<file path="src/design/ptrm_pkg.sv">
`default_nettype none

package ptrm_pkg;

    // Field widths fixed by the interface
    localparam int DATA_W      = 32;
    localparam int OP_W        = 2;
    localparam int KIND_W      = 3;
    localparam int TIDX_W      = 4;
    localparam int LIMIT_W     = 5;
    localparam int CFG_IDX_W   = 1;
    localparam int IN_TDATA_W  = 5 * DATA_W;
    localparam int OUT_FIELD_W = 1 + TIDX_W + 3 * DATA_W;
    localparam int OUT_TDATA_W = ((OUT_FIELD_W + 7) / 8) * 8;
    localparam int OUT_PAD_W   = OUT_TDATA_W - OUT_FIELD_W;

    // Defaults for the top-level parameters
    localparam int MAX_TASKS_DEF = 16;
    localparam int TIME_BITS_DEF = 32;

    // Configuration register reset values
    localparam logic [LIMIT_W-1:0] TASK_LIMIT_RST = 5'd16;
    localparam logic [DATA_W-1:0]  DEFAULT_WC_RST = 32'd1000;

    // Configuration register indexes
    localparam logic [CFG_IDX_W-1:0] CFG_TASK_LIMIT = 1'b0;
    localparam logic [CFG_IDX_W-1:0] CFG_DEFAULT_WC = 1'b1;

    // Input opcodes
    localparam logic [OP_W-1:0] OP_ADD    = 2'd0;
    localparam logic [OP_W-1:0] OP_TICK   = 2'd1;
    localparam logic [OP_W-1:0] OP_REPORT = 2'd2;

    typedef enum logic [KIND_W-1:0] {
        KIND_ADD     = 3'd0,
        KIND_RELEASE = 3'd1,
        KIND_DONE    = 3'd2,
        KIND_REPORT  = 3'd3,
        KIND_BUSY    = 3'd4,
        KIND_HALTED  = 3'd5
    } t_kind;

    typedef struct packed {
        t_kind              kind;
        logic               accepted;
        logic [TIDX_W-1:0]  task_index;
        logic [DATA_W-1:0]  offset_wait;
        logic [DATA_W-1:0]  last_exec;
        logic [DATA_W-1:0]  worst_exec;
        logic               last_of_run;
    } t_result;

    // Shared subtract/compare unit result
    typedef struct packed {
        logic [DATA_W-1:0] diff;
        logic              lt;
    } t_alu_out;

endpackage

`default_nettype wire

</file>
<file path="src/design/ptrm_ram.sv">
`default_nettype none

module ptrm_ram #(
    parameter int WIDTH = 32,
    parameter int DEPTH = 16
) (
    input  wire logic                                    i_clk,
    input  wire logic                                    i_we,
    input  wire logic [(DEPTH > 1 ? $clog2(DEPTH) : 1)-1:0] i_waddr,
    input  wire logic [WIDTH-1:0]                        i_wdata,
    input  wire logic                                    i_re,
    input  wire logic [(DEPTH > 1 ? $clog2(DEPTH) : 1)-1:0] i_raddr,
    output logic      [WIDTH-1:0]                        o_rdata
);

    logic [WIDTH-1:0] r_mem [DEPTH];

    always_ff @(posedge i_clk) begin
        if (i_we) begin
            r_mem[i_waddr] <= i_wdata;
        end
        if (i_re) begin
            o_rdata <= r_mem[i_raddr];
        end
    end

endmodule

`default_nettype wire

</file>
<file path="src/design/ptrm_alu.sv">
`default_nettype none

module ptrm_alu
    import ptrm_pkg::*;
(
    input  wire logic [DATA_W-1:0] i_a,
    input  wire logic [DATA_W-1:0] i_b,
    output t_alu_out               o_res
);

    logic [DATA_W:0] w_sub;

    // One subtractor: the borrow out doubles as the a < b flag
    assign w_sub       = {1'b0, i_a} - {1'b0, i_b};
    assign o_res.diff  = w_sub[DATA_W-1:0];
    assign o_res.lt    = w_sub[DATA_W];

endmodule

`default_nettype wire

</file>
<file path="src/design/periodic_task_release_monitor_core.sv">
`default_nettype none

// Periodic task release monitor.
// Slave stream (s): one transaction per command. tuser carries the opcode (add, tick,
// report); tdata carries period, offset, best case, worst case and measured time.
// Master stream (m): answers. tuser is the answer kind, tlast marks the final answer of
// a command. A passing report gives two answers: the report answer, then the next
// release or walk done.
// Config channel: index 0 is the task limit, index 1 the default worst case; write only
// while the block is idle. cfg_ready is always high.
// Flow: one command at a time; s_tready is high only in the idle state.
//   halted, busy: straight to the emit state; add: the add state, then the emit state.
//   tick: a read and a check state per entry not due, a release state for a due
//   entry, then the emit state. The entry table has one read and one write port;
//   the add check, all decrements and the report compares use one shared subtractor.
//   report: read, max, low and high check states, then the answer; a passing report
//   then resumes the walk as for a tick.
// The output register holds an answer until taken; a stalled receiver holds the
// sequencer only when a further answer is ready.
// Reset clears the task count, walk position, report and halt flags, and loads the
// configuration registers with their reset values; table entries are written before they are read.
module periodic_task_release_monitor_core
    import ptrm_pkg::*;
#(
    parameter int MAX_TASKS = MAX_TASKS_DEF,
    parameter int TIME_BITS = TIME_BITS_DEF
) (
    input  wire logic                   i_clk,
    input  wire logic                   i_rst_n,
    // tdata: period_ticks, offset_us, best_case_us, worst_case_us, measured_us
    input  wire logic [IN_TDATA_W-1:0]  i_s_tdata,
    // tuser: opcode
    input  wire logic [OP_W-1:0]        i_s_tuser,
    input  wire logic                   i_s_tvalid,
    output logic                        o_s_tready,
    // tdata: accepted, task_index, offset_wait_us, last_exec_us, worst_exec_us, pad
    output logic [OUT_TDATA_W-1:0]      o_m_tdata,
    // tuser: kind
    output logic [KIND_W-1:0]           o_m_tuser,
    output logic                        o_m_tlast,
    output logic                        o_m_tvalid,
    input  wire logic                   i_m_tready,
    input  wire logic                   i_cfg_valid,
    output logic                        o_cfg_ready,
    input  wire logic [CFG_IDX_W-1:0]   i_cfg_index,
    input  wire logic [DATA_W-1:0]      i_cfg_data
);

    localparam int SW     = TIME_BITS < DATA_W ? TIME_BITS : DATA_W;
    localparam int IDX_W  = MAX_TASKS > 1 ? $clog2(MAX_TASKS) : 1;
    localparam int CNT_W  = $clog2(MAX_TASKS + 1);
    localparam int CMP_W  = CNT_W > LIMIT_W ? CNT_W : LIMIT_W;

    typedef struct packed {
        logic [DATA_W-1:0] period;
        logic [DATA_W-1:0] countdown;
        logic [SW-1:0]     offset;
        logic [SW-1:0]     best;
        logic [SW-1:0]     worst;
        logic [SW-1:0]     last_t;
        logic [SW-1:0]     max_t;
    } t_entry;

    localparam int ENTRY_W = $bits(t_entry);

    typedef enum logic [9:0] {
        S_IDLE     = 10'b00_0000_0001,
        S_ADD      = 10'b00_0000_0010,
        S_WALK_RD  = 10'b00_0000_0100,
        S_WALK_CHK = 10'b00_0000_1000,
        S_WALK_REL = 10'b00_0001_0000,
        S_REP_RD   = 10'b00_0010_0000,
        S_REP_MAX  = 10'b00_0100_0000,
        S_REP_LO   = 10'b00_1000_0000,
        S_REP_HI   = 10'b01_0000_0000,
        S_EMIT     = 10'b10_0000_0000
    } t_state;

    // Control registers
    t_state             r_state,    n_state;
    logic [CNT_W-1:0]   r_task_cnt, n_task_cnt;
    logic [CNT_W-1:0]   r_walk_pos, n_walk_pos;
    logic               r_await,    n_await;
    logic               r_halted,   n_halted;
    logic               r_cont,     n_cont;
    logic               r_ovalid,   n_ovalid;
    logic [LIMIT_W-1:0] r_task_limit;
    logic [DATA_W-1:0]  r_default_wc;

    // Payload registers
    logic [DATA_W-1:0]  r_period,  n_period;
    logic [SW-1:0]      r_offset,  n_offset;
    logic [SW-1:0]      r_best,    n_best;
    logic [SW-1:0]      r_worst,   n_worst;
    logic [SW-1:0]      r_meas,    n_meas;
    logic [SW-1:0]      r_new_max, n_new_max;
    logic               r_fail,    n_fail;
    t_result            r_res,     n_res;
    t_result            r_out,     n_out;

    // Table and shared unit
    logic               w_we, w_re;
    logic [IDX_W-1:0]   w_waddr, w_raddr;
    t_entry             w_wentry, w_rentry;
    logic [ENTRY_W-1:0] w_rdata;
    logic [DATA_W-1:0]  w_alu_a, w_alu_b;
    t_alu_out           w_alu;

    logic [DATA_W-1:0]  w_in_period, w_in_offset, w_in_best, w_in_worst, w_in_meas;
    logic               w_s_acc, w_out_free, w_full;

    assign w_in_period = i_s_tdata[DATA_W-1:0];
    assign w_in_offset = i_s_tdata[2*DATA_W-1:DATA_W];
    assign w_in_best   = i_s_tdata[3*DATA_W-1:2*DATA_W];
    assign w_in_worst  = i_s_tdata[4*DATA_W-1:3*DATA_W];
    assign w_in_meas   = i_s_tdata[5*DATA_W-1:4*DATA_W];

    assign o_s_tready  = (r_state == S_IDLE);
    assign w_s_acc     = i_s_tvalid && o_s_tready;
    assign w_out_free  = !r_ovalid || i_m_tready;
    assign o_cfg_ready = 1'b1;

    assign w_full = (CMP_W'(r_task_cnt) >= CMP_W'(r_task_limit)) ||
                    (r_task_cnt >= CNT_W'(MAX_TASKS));

    assign w_rentry = t_entry'(w_rdata);

    ptrm_ram #(
        .WIDTH (ENTRY_W),
        .DEPTH (MAX_TASKS)
    ) u_table (
        .i_clk   (i_clk),
        .i_we    (w_we),
        .i_waddr (w_waddr),
        .i_wdata (w_wentry),
        .i_re    (w_re),
        .i_raddr (w_raddr),
        .o_rdata (w_rdata)
    );

    ptrm_alu u_alu (
        .i_a   (w_alu_a),
        .i_b   (w_alu_b),
        .o_res (w_alu)
    );

    // Operand selection for the shared subtractor
    always_comb begin
        w_alu_a = '0;
        w_alu_b = '0;
        unique case (r_state)
            S_ADD: begin
                w_alu_a = DATA_W'(r_worst);
                w_alu_b = DATA_W'(r_best);
            end
            S_WALK_CHK: begin
                w_alu_a = w_rentry.countdown;
                w_alu_b = DATA_W'(1);
            end
            S_WALK_REL: begin
                w_alu_a = w_rentry.period;
                w_alu_b = DATA_W'(1);
            end
            S_REP_MAX: begin
                w_alu_a = DATA_W'(w_rentry.max_t);
                w_alu_b = DATA_W'(r_meas);
            end
            S_REP_LO: begin
                w_alu_a = DATA_W'(r_meas);
                w_alu_b = DATA_W'(w_rentry.best);
            end
            S_REP_HI: begin
                w_alu_a = DATA_W'(w_rentry.worst);
                w_alu_b = DATA_W'(r_meas);
            end
            default: begin
                w_alu_a = '0;
                w_alu_b = '0;
            end
        endcase
    end

    // Sequencer
    always_comb begin
        n_state    = r_state;
        n_task_cnt = r_task_cnt;
        n_walk_pos = r_walk_pos;
        n_await    = r_await;
        n_halted   = r_halted;
        n_cont     = r_cont;
        n_period   = r_period;
        n_offset   = r_offset;
        n_best     = r_best;
        n_worst    = r_worst;
        n_meas     = r_meas;
        n_new_max  = r_new_max;
        n_fail     = r_fail;
        n_res      = r_res;
        w_we       = 1'b0;
        w_re       = 1'b0;
        w_waddr    = r_walk_pos[IDX_W-1:0];
        w_raddr    = r_walk_pos[IDX_W-1:0];
        w_wentry   = w_rentry;

        unique case (r_state)
            S_IDLE: begin
                if (w_s_acc) begin
                    n_res  = '0;
                    n_cont = 1'b0;
                    n_res.last_of_run = 1'b1;
                    if (r_halted) begin
                        n_res.kind = KIND_HALTED;
                        n_state    = S_EMIT;
                    end else if ((i_s_tuser == OP_ADD || i_s_tuser == OP_TICK) && r_await) begin
                        n_res.kind = KIND_BUSY;
                        n_state    = S_EMIT;
                    end else begin
                        case (i_s_tuser)
                            OP_ADD: begin
                                n_period = w_in_period;
                                n_offset = w_in_offset[SW-1:0];
                                n_best   = w_in_best[SW-1:0];
                                n_worst  = w_in_worst[SW-1:0];
                                n_state  = S_ADD;
                            end
                            OP_TICK: begin
                                n_walk_pos = '0;
                                n_state    = S_WALK_RD;
                            end
                            OP_REPORT: begin
                                // a report nobody waits for is dropped
                                if (r_await) begin
                                    n_meas  = w_in_meas[SW-1:0];
                                    n_state = S_REP_RD;
                                end
                            end
                            default: begin
                                n_state = S_IDLE;
                            end
                        endcase
                    end
                end
            end

            S_ADD: begin
                n_res = '0;
                n_res.kind        = KIND_ADD;
                n_res.last_of_run = 1'b1;
                n_cont            = 1'b0;
                // alu lt here means worst < best
                if (r_period != '0 && !w_full && !w_alu.lt) begin
                    w_we               = 1'b1;
                    w_waddr            = r_task_cnt[IDX_W-1:0];
                    w_wentry.period    = r_period;
                    w_wentry.countdown = r_period;
                    w_wentry.offset    = r_offset;
                    w_wentry.best      = r_best;
                    w_wentry.worst     = (r_worst != '0) ? r_worst : r_default_wc[SW-1:0];
                    w_wentry.last_t    = '0;
                    w_wentry.max_t     = '0;
                    n_task_cnt         = r_task_cnt + CNT_W'(1);
                    n_res.accepted     = 1'b1;
                    n_res.task_index   = TIDX_W'(r_task_cnt);
                end
                n_state = S_EMIT;
            end

            S_WALK_RD: begin
                if (r_walk_pos >= r_task_cnt) begin
                    n_res = '0;
                    n_res.kind        = KIND_DONE;
                    n_res.last_of_run = 1'b1;
                    n_cont            = 1'b0;
                    n_walk_pos        = '0;
                    n_state           = S_EMIT;
                end else begin
                    w_re    = 1'b1;
                    n_state = S_WALK_CHK;
                end
            end

            S_WALK_CHK: begin
                // countdown < 1 means the entry is due
                if (w_alu.lt) begin
                    n_state = S_WALK_REL;
                end else begin
                    w_we               = 1'b1;
                    w_wentry.countdown = w_alu.diff;
                    n_walk_pos         = r_walk_pos + CNT_W'(1);
                    n_state            = S_WALK_RD;
                end
            end

            S_WALK_REL: begin
                w_we               = 1'b1;
                w_wentry.countdown = w_alu.diff;
                n_await            = 1'b1;
                n_res = '0;
                n_res.kind         = KIND_RELEASE;
                n_res.task_index   = TIDX_W'(r_walk_pos);
                n_res.offset_wait  = DATA_W'(w_rentry.offset);
                n_res.last_of_run  = 1'b1;
                n_cont             = 1'b0;
                n_state            = S_EMIT;
            end

            S_REP_RD: begin
                w_re    = 1'b1;
                n_state = S_REP_MAX;
            end

            S_REP_MAX: begin
                n_new_max = w_alu.lt ? r_meas : w_rentry.max_t;
                n_state   = S_REP_LO;
            end

            S_REP_LO: begin
                n_fail  = w_alu.lt;
                n_state = S_REP_HI;
            end

            S_REP_HI: begin
                w_we            = 1'b1;
                w_wentry.last_t = r_meas;
                w_wentry.max_t  = r_new_max;
                n_await         = 1'b0;
                n_res = '0;
                n_res.kind        = KIND_REPORT;
                n_res.task_index  = TIDX_W'(r_walk_pos);
                n_res.last_exec   = DATA_W'(r_meas);
                n_res.worst_exec  = DATA_W'(r_new_max);
                if (r_fail || w_alu.lt) begin
                    n_halted          = 1'b1;
                    n_walk_pos        = '0;
                    n_res.last_of_run = 1'b1;
                    n_cont            = 1'b0;
                end else begin
                    n_res.accepted    = 1'b1;
                    n_walk_pos        = r_walk_pos + CNT_W'(1);
                    n_cont            = 1'b1;
                end
                n_state = S_EMIT;
            end

            S_EMIT: begin
                if (w_out_free) begin
                    n_state = r_cont ? S_WALK_RD : S_IDLE;
                end
            end

            default: begin
                n_state = S_IDLE;
            end
        endcase
    end

    // Output register
    always_comb begin
        n_ovalid = r_ovalid;
        n_out    = r_out;
        if (r_state == S_EMIT && w_out_free) begin
            n_ovalid = 1'b1;
            n_out    = r_res;
        end else if (i_m_tready) begin
            n_ovalid = 1'b0;
        end
    end

    always_ff @(posedge i_clk) begin
        if (!i_rst_n) begin
            r_state      <= S_IDLE;
            r_task_cnt   <= '0;
            r_walk_pos   <= '0;
            r_await      <= 1'b0;
            r_halted     <= 1'b0;
            r_cont       <= 1'b0;
            r_ovalid     <= 1'b0;
            r_task_limit <= TASK_LIMIT_RST;
            r_default_wc <= DEFAULT_WC_RST;
        end else begin
            r_state    <= n_state;
            r_task_cnt <= n_task_cnt;
            r_walk_pos <= n_walk_pos;
            r_await    <= n_await;
            r_halted   <= n_halted;
            r_cont     <= n_cont;
            r_ovalid   <= n_ovalid;
            if (i_cfg_valid && o_cfg_ready) begin
                unique case (i_cfg_index)
                    CFG_TASK_LIMIT: r_task_limit <= i_cfg_data[LIMIT_W-1:0];
                    CFG_DEFAULT_WC: r_default_wc <= i_cfg_data;
                    default:        r_task_limit <= r_task_limit;
                endcase
            end
        end
    end

    always_ff @(posedge i_clk) begin
        r_period  <= n_period;
        r_offset  <= n_offset;
        r_best    <= n_best;
        r_worst   <= n_worst;
        r_meas    <= n_meas;
        r_new_max <= n_new_max;
        r_fail    <= n_fail;
        r_res     <= n_res;
        r_out     <= n_out;
    end

    assign o_m_tvalid = r_ovalid;
    assign o_m_tuser  = r_out.kind;
    assign o_m_tlast  = r_out.last_of_run;
    assign o_m_tdata  = {{OUT_PAD_W{1'b0}}, r_out.worst_exec, r_out.last_exec,
                         r_out.offset_wait, r_out.task_index, r_out.accepted};

    // Once halted, the block stays halted until reset
    a_halt_sticky: assert property (@(posedge i_clk) disable iff (!i_rst_n)
        r_halted |=> r_halted)
        else $error("halt flag cleared");

    // A pending report always points at a live table entry
    a_await_pos: assert property (@(posedge i_clk) disable iff (!i_rst_n)
        r_await |-> (r_walk_pos < r_task_cnt))
        else $error("awaited report points past table");

    a_count_max: assert property (@(posedge i_clk) disable iff (!i_rst_n)
        r_task_cnt <= CNT_W'(MAX_TASKS))
        else $error("task count beyond table size");

    // A failed report answer is only shown once the halt has taken effect
    a_fail_halts: assert property (@(posedge i_clk) disable iff (!i_rst_n)
        (o_m_tvalid && o_m_tuser == KIND_REPORT && !o_m_tdata[0]) |-> r_halted)
        else $error("failed report without halt");

    // Only a passing report answer is followed by a second answer
    a_two_results: assert property (@(posedge i_clk) disable iff (!i_rst_n)
        (o_m_tvalid && !o_m_tlast) |-> (o_m_tuser == KIND_REPORT && o_m_tdata[0]))
        else $error("unexpected non-final answer");

endmodule

`default_nettype wire
</file>
<file path="config.mk">
export PLATFORM = sky130hd
export DESIGN_NAME = periodic_task_release_monitor_core
export DESIGN_NICKNAME = d
export VERILOG_FILES = /design/src/design/ptrm_pkg.sv /design/src/design/ptrm_ram.sv /design/src/design/ptrm_alu.sv /design/src/design/periodic_task_release_monitor_core.sv
export SDC_FILE = /design/constraint.sdc
export NUM_CORES = 2
export LEC_CHECK = 0
export BUFFER_PORTS_ARGS = -buffer_cell sky130_fd_sc_hd__buf_2
export CAP_MARGIN = 20
export CORE_MARGIN = 8
export CORE_UTILIZATION = 45
export DETAILED_ROUTE_END_ITERATION = 8
export PLACE_DENSITY = 0.64
export SYNTH_ARGS = -nofsm -noshare
export SYNTH_HDL_FRONTEND = slang
export SYNTH_SLANG_ARGS = --single-unit
</file>
<file path="constraint.sdc">
create_clock -name i_clk -period 34 [get_ports i_clk]
set_input_delay 10.2 -clock i_clk [delete_from_list [all_inputs] [get_ports i_clk]]
set_output_delay 10.2 -clock i_clk [all_outputs]
set_load 0.05 [all_outputs]
</file>
==> impl_metrics.csv <==
group,metric,value,unit
status,status,"finished, violations left",
status,failed_checks,"design-rule violations",
die,rows,206,
timing,final.setup_skew,67.9,ps
logic_synthesis,synthTopCellsByCount,"edfxtp_1 (3667), mux4_2 (960), nand2_1 (570), clkbuf_1 (216), a21oi_1 (115)",
global_route,antenna_found_initial,46,
timing,final_max_slew_viol_count,0,
timing,grt_setup_unrepaired,"false",
place,gp_congestion,0.871,
global_route,grt_remaining_overflow,0,
run,cap_viol_max_count,0,
cts,cts_setup_buffers,0,
cts,cts_root_buffer,"clkbuf_16",
logic_synthesis,synth_area_leaders,"edfxtp_1 (77%), mux4_2 (15%), nand2_1 (1.5%)",
die,start_util,0.452,
final_layout,synthToLayoutAreaGrowth,13.7,%
place,dpl-instance-area,150000,um^2
worst_setup_path,end_kind,"output port",
logic_synthesis,netlist_area,142000,um^2
final_layout,nNetsFinal,7222,
logic_synthesis,yosysMostFrequentCell,"edfxtp_1",
timing,tns,0,ps
global_route,grt_usage,0.229,
logic_synthesis,ys_types,74,
cts,postCtsHoldBufs,0,
cts,cts_buffers,377,
worst_setup_path,slowest_delay,380,ps
cts,path_clk_slew,60,ps
timing,relSlewSlack,0.136,
timing,setup_viol_count_final,0,
detailed_routing,wl,392000,um
min_path,hold_class,"reg2reg",
logic_synthesis,synth_cells,6427,
timing,max_freq,78.3,MHz
logic_synthesis,synth_seq_area_share,0.783,
logic_synthesis,synth_top_area_frac,0.774,
die,ios,311,
worst_setup_path,cp-start-kind,"flop",
min_path,min_path_cells,0,
logic_synthesis,synthArstFlopShare,0,
place,dp_hpwl,218000,um
worst_setup_path,crit_arrival,2570,ps
pwr,powerDensity,58.6,nW/um^2
detailed_routing,viasPerCell,6.21,
logic_synthesis,syn_avg_cell_area,22.1,um^2
logic_synthesis,synth_edf_count,3667,
pwr,leakagePower,50.8,nW
final_layout,stdcell_area,162000,um^2
final_layout,layout-drive-gt1-share,0.278,
worst_setup_path,critPathMaxFanout,5,
die,core,315000,um^2
pwr,peakVddDrop,0.0394,mV
detailed_routing,ant_nets,0,
cts,post_cts_resized,0,
cts,cts.sinks,3728,
global_route,first_global_vias,70688,
detailed_routing,via_count,71240,
worst_setup_path,crit_type,"reg2out",
place,port-buffer-count,306,
timing,finalHoldViolCount,0,
detailed_routing,first_pass_iters,9,
cts,cts_tree,"yes",
timing,period_share,0.376,
cts,htree_levels,5,
logic_synthesis,ys_ff_latch,3728,
timing,tightest_slew,1300,ps
logic_synthesis,synth_flop_cell,"edfxtp_1",
final_layout,fin_util,0.514,
logic_synthesis,ys_warn_count,0,
worst_setup_path,rr_worst_depth,24,
logic_synthesis,netlist.top_cell.by_area,"edfxtp_1",
cts,clockBufferDepth,4,
timing,period_minus_slack,12770,ps
worst_setup_path,worstPathCellList,"nor4_2 -> and2_1 -> nand4b_1 -> inv_1 -> buf_2",
die,fp.dieW,578,um
worst_setup_path,crit_slowest_cell,"nor4_2",
detailed_routing,wl_per_cell,34.1,um
global_route,grt_pass1_wl,546000,um
cts,worst_skew_pair.late_latency,930,ps
global_route,grt_max_degree,138,
timing,whs,402,ps
die,die_height,578,um
detailed_routing,drcViolationCount,28,
die,dieArea,334000,um^2
detailed_routing,drt_iter0_markers,9982,
worst_setup_path,crit_required,23800,ps
==> path summary, 6_finish.rpt <==
check                                             start                          endpoint  slack, ps
worst max-delay path            r_state[3]$_SDFFE_PN0P_                        o_s_tready      21230
worst min-delay path                r_res[71]$_DFFE_PP_           o_m_tdata[11]$_DFFE_PP_        400
worst max register to register  r_state[1]$_SDFFE_PN0P_  u_table.r_mem[12][135]$_DFFE_PP_      23170
worst min register to register      r_res[71]$_DFFE_PP_           o_m_tdata[11]$_DFFE_PP_        400
==> cells in the final DEF, fill, tap and decap left out, types with 14 or more instances in the layout <==
cell | netlist | layout
a21o_1 | 59 | 59
clkbuf_16 | 0 | 381
a22o_1 | 17 | 17
buf_4 | 5 | 170
bufinv_16 | 0 | 31
edfxtp_1 | 3667 | 3667
o21ai_0 | 64 | 64
nand2b_1 | 14 | 14
a21oi_1 | 115 | 114
diode_2 | 0 | 40
inv_1 | 24 | 24
nand2_1 | 570 | 568
buf_12 | 0 | 22
clkinv_1 | 0 | 81
xnor2_1 | 20 | 20
ha_1 | 44 | 44
nor4_1 | 19 | 19
nor2_1 | 69 | 56
mux4_2 | 960 | 960
a221o_1 | 16 | 16
nand3_1 | 17 | 17
clkinv_2 | 0 | 54
dfxtp_1 | 61 | 58
buf_2 | 37 | 309
clkbuf_1 | 216 | 94
a222oi_1 | 77 | 77
xor2_1 | 16 | 16
and2_1 | 105 | 103
==> area by class of cell <==
cell class	instances	area, um^2
clock inverters	204	2000
well taps	4160	5200
flip-flops and latches	3728	111000
inverters	26	105
fillers	24356	153000
diodes	40	100
clock buffers	477	9910
repair buffers	504	3320
multi-input cells	2340	29700
==> per-stage QoR <==
stage                     total power [mW]  instances  setup slack, ps
after floorplan                       5.41       6429            14610
after global placement                5.53      10747            20200
after detailed placement              5.53      10753            20080
after CTS                             9.53      11434            21030
after global routing                  9.72      11445            21080
final                                 9.47      11479            21230
==> logic make-up after synthesis <==
| kind of cell | after synthesis | share of synthesized area |
|---|---|---|
| DFF | 3728 | 0.783 |
| muxes | 965 | 0.152 |
| buffers and inverters | 361 | 0.0100 |
| AOI/OAI and AO/OA | 432 | 0.0219 |
| and+or+nand+nor | 858 | 0.0264 |
| xor gates and xnor gates | 36 | 0.00222 |
| adders and majority gates | 45 | 0.00401 |
| other | 2 | 0.0000528 |
==> power by group <==
group          switching [mW]  leakage (nW)  internal, mW
clock                    1.72          5.79          2.30
sequential             0.0266          33.6          5.05
combinational           0.205          11.5         0.158
total                    1.96          50.8          7.51
==> state kept, by name (all words and copies together), names as in the netlist <==
signal,flops
r_res,105
r_worst,32
r_await,1
r_offset,32
o_m_tuser,3
u_table.o_rdata,192
o_m_tdata,101
r_new_max,32
r_task_cnt,5
r_meas,32
r_best,32
r_period,32
r_walk_pos,5
r_state,10
o_m_tvalid,1
o_m_tlast,1
r_default_wc,32
r_task_limit,5
r_halted,1
u_table.r_mem,3072
r_fail,1
r_cont,1
==> per-layer routing <==
metal  track usage  up-vias  wire length [um]
met3        0.0532      688             41900
met2         0.356     4221            182000
met1         0.320    38233            152000
met4        0.0843        8             15500
met5             0        -                58
li1              -    28090                 -
==> critical path, delay by kind of cell (launching register included) <==
kind / cells / cell delay (ps)
buffers and inverters: 2 / 510
DFF: 1 / 350
and+or+nand+nor: 3 / 780
(Power assumes the default switching activity.)
